`src/rtl/tpe_pkg.sv`:
```
package tpe_pkg;

	// Fixed transport packet header size
	localparam int unsigned HEADER_BYTES = 4;

	// Header byte positions
	localparam logic [7:0] POS_SYNC   = 8'd0;
	localparam logic [7:0] POS_PID_HI = 8'd1;
	localparam logic [7:0] POS_PID_LO = 8'd2;
	localparam logic [7:0] POS_FLAGS  = 8'd3;

	// Adaptation field control codes
	localparam logic [1:0] AFC_PAYLOAD_ONLY = 2'b01;
	localparam logic [1:0] AFC_ADAPT_PAYLOAD = 2'b11;

	// Configuration register indexes
	localparam logic [1:0] REG_MATCH_PID     = 2'd0;
	localparam logic [1:0] REG_PSI_MODE      = 2'd1;
	localparam logic [1:0] REG_PACKET_LENGTH = 2'd2;

	localparam logic [7:0] PACKET_LENGTH_RST = 8'd188;

	// What the parser expects at the payload offset
	typedef enum logic [1:0] {
		STG_NONE,
		STG_ADAPT,
		STG_PTR,
		STG_DATA
	} stage_t;

	typedef struct packed {
		logic [12:0] match_pid;
		logic        psi_mode;
		logic [7:0]  packet_length;
	} cfg_t;

	typedef struct packed {
		logic [7:0] payload_byte;
		logic       unit_start;
		logic       packet_last;
		logic [3:0] continuity_count;
	} res_t;

endpackage

```
`src/rtl/tpe_front.sv`:
```
module tpe_front (
	input  logic          clk,
	input  logic          arst_n,
	input  tpe_pkg::cfg_t cfg,
	input  logic          accept,
	input  logic [7:0]    data_byte,
	output logic          emit,
	output tpe_pkg::res_t res
);
	import tpe_pkg::*;

	logic [7:0]  pos_q;
	logic [12:0] pid_q;
	logic        start_q;
	logic [3:0]  cc_q;
	logic [8:0]  offset_q;
	stage_t      stage_q;

	logic [7:0]  pos_d;
	logic [12:0] pid_d;
	logic        start_d;
	logic [3:0]  cc_d;
	logic [8:0]  offset_d;
	stage_t      stage_d;

	logic [8:0]  pos9;
	logic [8:0]  pos_inc;
	logic [8:0]  skip_off;
	logic        at_off;
	logic        skip_ptr;
	logic [1:0]  afc;

	assign pos9     = {1'b0, pos_q};
	assign pos_inc  = pos9 + 9'd1;
	assign skip_off = pos_inc + {1'b0, data_byte};
	assign at_off   = (pos9 == offset_q);
	assign skip_ptr = cfg.psi_mode & start_q;
	assign afc      = data_byte[5:4];

	// Next state of the header parser
	always_comb begin
		pid_d    = pid_q;
		start_d  = start_q;
		cc_d     = cc_q;
		offset_d = offset_q;
		stage_d  = stage_q;
		unique case (pos_q)
			POS_SYNC: begin
				stage_d = STG_NONE;
			end
			POS_PID_HI: begin
				start_d = data_byte[6];
				pid_d   = {data_byte[4:0], pid_q[7:0]};
			end
			POS_PID_LO: begin
				pid_d = {pid_q[12:8], data_byte};
			end
			POS_FLAGS: begin
				cc_d     = data_byte[3:0];
				offset_d = 9'(HEADER_BYTES);
				priority if (afc == AFC_ADAPT_PAYLOAD) begin
					stage_d = STG_ADAPT;
				end else if (afc == AFC_PAYLOAD_ONLY) begin
					stage_d = skip_ptr ? STG_PTR : STG_DATA;
				end else begin
					stage_d = STG_NONE;
				end
			end
			default: begin
				// Skip the adaptation field, then the pointer field
				if (stage_q == STG_ADAPT && at_off) begin
					offset_d = skip_off;
					stage_d  = skip_ptr ? STG_PTR : STG_DATA;
				end else if (stage_q == STG_PTR && at_off) begin
					offset_d = skip_off;
					stage_d  = STG_DATA;
				end
			end
		endcase

		// Wrap at the packet end or at the top of the counter
		if (pos_inc >= {1'b0, cfg.packet_length} || pos_q == 8'hFF) begin
			pos_d = POS_SYNC;
		end else begin
			pos_d = pos_inc[7:0];
		end
	end

	// Classification of the current byte
	always_comb begin
		emit = (pos9 >= 9'(HEADER_BYTES)) && (stage_q == STG_DATA) &&
			(pos9 >= offset_q) && (pid_q == cfg.match_pid);
		res.payload_byte     = data_byte;
		res.unit_start       = start_q & at_off;
		res.packet_last      = (pos_inc == {1'b0, cfg.packet_length});
		res.continuity_count = cc_q;
	end

	always_ff @(posedge clk or negedge arst_n) begin
		if (!arst_n) begin
			pos_q    <= POS_SYNC;
			pid_q    <= '0;
			start_q  <= 1'b0;
			cc_q     <= '0;
			offset_q <= '0;
			stage_q  <= STG_NONE;
		end else if (accept) begin
			pos_q    <= pos_d;
			pid_q    <= pid_d;
			start_q  <= start_d;
			cc_q     <= cc_d;
			offset_q <= offset_d;
			stage_q  <= stage_d;
		end
	end

endmodule

```
`src/rtl/tpe_fifo.sv`:
```
module tpe_fifo #(
	parameter int unsigned DEPTH = 4
) (
	input  logic          clk,
	input  logic          arst_n,
	input  logic          wr_en,
	input  tpe_pkg::res_t wr_res,
	input  logic          rd_en,
	output tpe_pkg::res_t rd_res,
	output logic          fifo_full,
	output logic          fifo_empty
);
	import tpe_pkg::*;

	localparam int unsigned AW = (DEPTH > 1) ? $clog2(DEPTH) : 1;
	localparam int unsigned CW = $clog2(DEPTH + 1);

	res_t          mem_q [DEPTH];
	logic [AW-1:0] wr_ptr_q;
	logic [AW-1:0] rd_ptr_q;
	logic [CW-1:0] count_q;

	assign fifo_full  = (count_q == CW'(DEPTH));
	assign fifo_empty = (count_q == '0);
	assign rd_res     = mem_q[rd_ptr_q];

	// Storage
	always_ff @(posedge clk) begin
		if (wr_en) begin
			mem_q[wr_ptr_q] <= wr_res;
		end
	end

	// Pointers and fill count
	always_ff @(posedge clk or negedge arst_n) begin
		if (!arst_n) begin
			wr_ptr_q <= '0;
			rd_ptr_q <= '0;
			count_q  <= '0;
		end else begin
			if (wr_en) begin
				wr_ptr_q <= (wr_ptr_q == AW'(DEPTH - 1)) ? '0 : wr_ptr_q + 1'b1;
			end
			if (rd_en) begin
				rd_ptr_q <= (rd_ptr_q == AW'(DEPTH - 1)) ? '0 : rd_ptr_q + 1'b1;
			end
			if (wr_en && !rd_en) begin
				count_q <= count_q + 1'b1;
			end else if (rd_en && !wr_en) begin
				count_q <= count_q - 1'b1;
			end
		end
	end

	a_no_overflow: assert property (@(posedge clk) disable iff (!arst_n)
		!(wr_en && fifo_full))
		else $error("write into full queue");

	a_no_underflow: assert property (@(posedge clk) disable iff (!arst_n)
		!(rd_en && fifo_empty))
		else $error("read from empty queue");

	a_count_bound: assert property (@(posedge clk) disable iff (!arst_n)
		count_q <= CW'(DEPTH))
		else $error("fill count beyond depth");

	a_count_track: assert property (@(posedge clk) disable iff (!arst_n)
		(wr_en && !rd_en) |=> (count_q == $past(count_q) + 1'b1))
		else $error("fill count lost a write");

endmodule

```
`src/rtl/tpe_back.sv`:
```
module tpe_back (
	input  logic          clk,
	input  logic          arst_n,
	input  logic          fifo_empty,
	input  tpe_pkg::res_t fifo_res,
	output logic          fifo_rd,
	input  logic          pop,
	output logic          empty,
	output tpe_pkg::res_t out_res
);
	import tpe_pkg::*;

	logic valid_q;
	res_t res_q;

	// Refill the output register when it is free or being taken
	assign fifo_rd = !fifo_empty && (!valid_q || pop);
	assign empty   = !valid_q;
	assign out_res = res_q;

	always_ff @(posedge clk or negedge arst_n) begin
		if (!arst_n) begin
			valid_q <= 1'b0;
		end else if (fifo_rd) begin
			valid_q <= 1'b1;
		end else if (pop) begin
			valid_q <= 1'b0;
		end
	end

	always_ff @(posedge clk) begin
		if (fifo_rd) begin
			res_q <= fifo_res;
		end
	end

	a_refill_valid: assert property (@(posedge clk) disable iff (!arst_n)
		fifo_rd |=> valid_q)
		else $error("output register not loaded after refill");

	a_drain_empty: assert property (@(posedge clk) disable iff (!arst_n)
		(valid_q && pop && fifo_empty) |=> !valid_q)
		else $error("result delivered twice");

	a_hold_result: assert property (@(posedge clk) disable iff (!arst_n)
		(valid_q && !pop) |=> (valid_q && $stable(res_q)))
		else $error("waiting result changed");

endmodule

```
`src/rtl/ts_pid_payload_extractor.sv`:
```
// Channel   Handshake        Accepted when        Payload
// input     push / full      push && !full        data_byte
// result    pop / empty      pop && !empty        payload_byte, unit_start,
//                                                 packet_last, continuity_count
// config    wr_en            wr_en                wr_index, wr_data
//
// One byte is taken every cycle that push is high and full is low; the parser
// classifies it in the cycle it is taken and a matching payload byte enters
// a FIFO_DEPTH-entry queue. A result passes through the queue and then the
// output register to the result ports; full is the queue's full flag.
// Reset clears the parser to expect a sync byte, empties the queue and sets
// packet_length to 188, match_pid and psi_mode to 0.
module ts_pid_payload_extractor #(
	parameter int unsigned FIFO_DEPTH = 4
) (
	input  logic        clk,
	input  logic        arst_n,
	input  logic        push,
	output logic        full,
	input  logic [7:0]  data_byte,
	input  logic        pop,
	output logic        empty,
	output logic [7:0]  payload_byte,
	output logic        unit_start,
	output logic        packet_last,
	output logic [3:0]  continuity_count,
	input  logic        wr_en,
	input  logic [1:0]  wr_index,
	input  logic [12:0] wr_data
);
	import tpe_pkg::*;

	cfg_t cfg_q;
	logic accept;
	logic emit;
	res_t front_res;
	res_t fifo_res;
	res_t out_res;
	logic fifo_full;
	logic fifo_empty;
	logic fifo_rd;

	// Configuration registers
	always_ff @(posedge clk or negedge arst_n) begin
		if (!arst_n) begin
			cfg_q.match_pid     <= '0;
			cfg_q.psi_mode      <= 1'b0;
			cfg_q.packet_length <= PACKET_LENGTH_RST;
		end else if (wr_en) begin
			unique case (wr_index)
				REG_MATCH_PID:     cfg_q.match_pid     <= wr_data;
				REG_PSI_MODE:      cfg_q.psi_mode      <= wr_data[0];
				REG_PACKET_LENGTH: cfg_q.packet_length <= wr_data[7:0];
				default: ;
			endcase
		end
	end

	assign full   = fifo_full;
	assign accept = push && !fifo_full;

	tpe_front u_front (
		.clk       (clk),
		.arst_n    (arst_n),
		.cfg       (cfg_q),
		.accept    (accept),
		.data_byte (data_byte),
		.emit      (emit),
		.res       (front_res)
	);

	tpe_fifo #(
		.DEPTH (FIFO_DEPTH)
	) u_fifo (
		.clk        (clk),
		.arst_n     (arst_n),
		.wr_en      (accept && emit),
		.wr_res     (front_res),
		.rd_en      (fifo_rd),
		.rd_res     (fifo_res),
		.fifo_full  (fifo_full),
		.fifo_empty (fifo_empty)
	);

	tpe_back u_back (
		.clk        (clk),
		.arst_n     (arst_n),
		.fifo_empty (fifo_empty),
		.fifo_res   (fifo_res),
		.fifo_rd    (fifo_rd),
		.pop        (pop),
		.empty      (empty),
		.out_res    (out_res)
	);

	assign payload_byte     = out_res.payload_byte;
	assign unit_start       = out_res.unit_start;
	assign packet_last      = out_res.packet_last;
	assign continuity_count = out_res.continuity_count;

endmodule

```
`config.mk`:
```
export PLATFORM = sky130hd
export DESIGN_NAME = ts_pid_payload_extractor
export DESIGN_NICKNAME = d
export VERILOG_FILES = /design/src/rtl/tpe_pkg.sv /design/src/rtl/tpe_front.sv /design/src/rtl/tpe_fifo.sv /design/src/rtl/tpe_back.sv /design/src/rtl/ts_pid_payload_extractor.sv
export SDC_FILE = /design/constraint.sdc
export NUM_CORES = 1
export LEC_CHECK = 0
export BUFFER_PORTS_ARGS = -buffer_cell sky130_fd_sc_hd__buf_2
export CAP_MARGIN = 20
export CELL_PAD_IN_SITES_DETAIL_PLACEMENT = 1
export CELL_PAD_IN_SITES_GLOBAL_PLACEMENT = 2
export CORE_MARGIN = 2
export CORE_UTILIZATION = 43
export CTS_CLUSTER_SIZE = 14
export DETAILED_ROUTE_END_ITERATION = 6
export PLACE_DENSITY_LB_ADDON = 0.08
export RECOVER_POWER = 100
export SYNTH_ARGS = -nofsm -noshare
export SYNTH_HDL_FRONTEND = slang
export SYNTH_SLANG_ARGS = --single-unit
export TNS_END_PERCENT = 5
```
`constraint.sdc`:
```
create_clock -name clk -period 2.9 [get_ports clk]
set_input_delay 0 -clock clk [delete_from_list [all_inputs] [get_ports clk]]
set_output_delay 0 -clock clk [all_outputs]
set_load 0.01 [all_outputs]
```
==> key figures <==
Cells and area
  – Fin util: 0.534
  – Ant. Diodes: 0
  – P&R area growth vs syn: 21.9%
  – Multi-input gate area: 2470 um2
  – Commonest non-fill, non-tap cell in the layout: edfxtp_1
  – Share of cells above drive strength 1: 0.254
  – Fill count: 1461
  – Sequential cell area: 3790 um2
  – Nets@finish: 615
  – Final Cell Area: 7770 um2
  – Most frequent cells in the layout: edfxtp_1, dfrtp_1, mux2_2

Clocking
  – CTS Sinks: 137
  – Worst-Skew Late Latency: 420 ps
  – TritonCTS clock tree: yes
  – CTS H-tree depth: 4
  – Reg clk slew, reported paths: 60 ps
  – Longest Clk Path Bufs: 2
  – Root buffer cell: clkbuf_16
  – CTS buffer count: 17

Timing
  – Fin crit period: 2800 ps
  – Final Cycle Share: 0.964
  – Slew headroom: 0.0177
  – Worst Skew: 9.91 ps
  – Final slew viol count: 0
  – Fin. Hold Viols: 0
  – Worst-Margin Slew: 1470 ps
  – Final setup violation count: 0
  – RSZ-0062 raised after global routing: yes
  – Fmax: 358 MHz

Worst setup path
  – Critical Path Sink Type: register
  – Worst Path Required: 3230 ps
  – Crit path max fanout: 6
  – Reg2Reg Setup Slack: 100 ps
  – Reg2Reg Depth: 11
  – Crit Path Category: reg2reg
  – Startpoint type of the worst setup path: register
  – CP arrival: 3120 ps

Floorplan
  – Die Y: 126 um
  – Die Area: 15800 um2
  – Io pins: 44
  – DIE WIDTH: 126 um
  – Row count: 44
  – Starting Density: 0.439
  – CORE AREA: 14500 um2

Placed design
  – Hpwl dp: 10.2 mm
  – PortBufs: 43
  – DP Area: 6920 um2
  – GP Congestion: 0.835

Pwr
  – Pwr/cell area: 961 nW/um2
  – Peak VDD IR: 0.000503 V
  – Pleak: 3.13 nW

Synthesis
  – Synthesized cell area: 6370 um2
  – Synth async-reset ratio: 0.489
  – Area contributors post-synth: edfxtp_1, dfrtp_1, mux2_2
  – Ys flop type: edfxtp_1
  – Synth top area share: 0.330
  – Distinct cells, synth: 55
  – Syn_area_per_cell: 14.1 um2
  – Synth Warn #: 0
  – Area leader, netlist: edfxtp_1
  – Synth Instances: 453
  – Sequential area share after synthesis: 0.594
  – EDFF count, synth: 70
  – Register bit total from synthesis: 137
  – Synthesized Nets: 517

Run status
  – Status: complete, no violations

Job
  – Maxcap violations: 0

Global route
  – Largest net degree at the start of global routing: 27
  – Tot GR Track Use: 0.198
  – GRT overflow: 0
  – Initial antenna violation count: 0
  – Global-route wire length before repair: 23.8 mm
  – Vias in the first global route: 4399

Detailed routing
  – Detailed-route DRC error count: 0
  – Drt first-iter violations: 122
  – Vias: 3977
  – Pre-antenna DRT Iters: 4
  – Antenna viol nets, final: 0
  – Drt wl/cell: 19.5 um
  – Vias per inst: 5.32
  – Final WL: 14.6 mm

Hold path
  – HP Class: in2reg
  – Cells on Worst Hold Path: 3
==> stage by stage <==
step / total power [mW] / setup TNS [ps] / hold slack [ps] / setup slack [ps] / instances
6_report: 7.47 / 0 / 87.0 / 104 / 748
5_1_grt: 7.95 / -58.5 / 95.1 / -58.5 / 748
4_1_cts: 7.54 / 0 / 69.7 / 70.3 / 747
3_5_place_dp: 5.25 / 0 / 69.2 / 130 / 689
3_3_place_gp: 5.18 / 0 / 63.4 / 216 / 689
2_1_floorplan: 4.49 / 0 / -296 / 221 / 453
==> final timing paths <==
kind / start / end
max in group asynchronous: arst_n / u_front.pos_q[0]
min in group asynchronous: arst_n / u_front.pos_q[5]
worst max register to register: u_front.pos_q[6] / u_fifo.count_q[2]
worst max-delay path: u_front.pos_q[6] / u_fifo.count_q[2]
worst min register to register: u_front.offset_q[4] / u_front.offset_q[4]
worst min-delay path: push / u_front.pos_q[1]
==> logic make-up after synthesis <==
| kind of cell | synth area share |
|---|---|
| AO/OA/AOI/OAI | 0.0624 |
| multiplexers | 0.128 |
| flip-flops | 0.594 |
| AND/OR/NAND/NOR | 0.0864 |
| buffers and inverters | 0.0230 |
| adder cells (fa/ha/maj) | 0.0730 |
| XOR/XNOR | 0.0330 |
==> sequential cells by signal (all words and copies together) (netlist names), 3 cells and up <==
name              cells
cfg_q                22
u_back.out_res       14
u_fifo.count_q        3
u_fifo.mem_q         56
u_front.cc_q          4
u_front.offset_q      9
u_front.pid_q        13
u_front.pos_q         8
==> layout make-up <==
class | instances | area share
Clock inverter | 10 | 0.0180
Tap cell | 184 | 0.0296
Clock buffer | 22 | 0.0604
Multi-Input combinational cell | 278 | 0.318
Inverter | 30 | 0.0145
Timing Repair Buffer | 87 | 0.0717
Sequential cell | 137 | 0.488
==> timing repair <==
| item | CTS | global route |
|---|---|---|
| setup endpoints to repair | 0 | 8 |
| buffers inserted | 0 | 1 |
| hold buffers | 26 | 0 |
| endpoints found under the hold margin | 80 | 0 |
| resized for setup | 0 | 8 |
==> synthesized netlist by cell type (2+ instances only) <==
master / count
mux2_4: 2
or4_1: 2
xor2_1: 15
nor2b_1: 3
a211oi_1: 4
o21a_1: 4
xnor2_1: 9
nor4_2: 2
fa_1: 2
nand3b_1: 2
ha_1: 34
o21bai_1: 3
o22ai_1: 3
nor3_1: 7
o21ai_1: 4
and2_2: 4
o211ai_1: 4
buf_2: 3
nand3_1: 10
edfxtp_1: 70
nand4_1: 4
or2_2: 2
nor4_1: 3
clkbuf_1: 5
o21ai_0: 11
o31ai_1: 2
a21o_1: 4
dfstp_2: 5
nand2_1: 31
nor3b_1: 3
nor2_1: 16
dfrtp_1: 62
a21oi_1: 11
inv_1: 30
o32a_1: 2
mux2_2: 42
mux4_2: 14
o221ai_1: 2
==> report_power, final <==
group	internal, mW	leakage [nW]	total, mW	switching, mW
clock network	1.42	0.298	2.21	0.797
registers	2.55	1.45	2.90	0.353
logic	1.14	1.38	2.36	1.22
==> critical path, stage by stage (launching register included) <==
cell and delay, ps:
dfrtp_2 470, ha_1 320, nand4b_1 200, nor2_1 150, a211oi_1 120, nor4_4 320, ha_2 250, inv_1 50
fa_1 370, xor2_1 150, nor2_1 120, xor2_1 190
==> metal layers <==
metal / vias to the layer above / routed length (um) / GRT usage
li1: 1889 / - / -
met1: 2013 / 6520 / 0.253
met2: 57 / 7420 / 0.341
met3: 18 / 380 / 0.0399
met4: 0 / 272 / 0.0627
met5: - / 0 / 0
(Power assumes the default switching activity.)
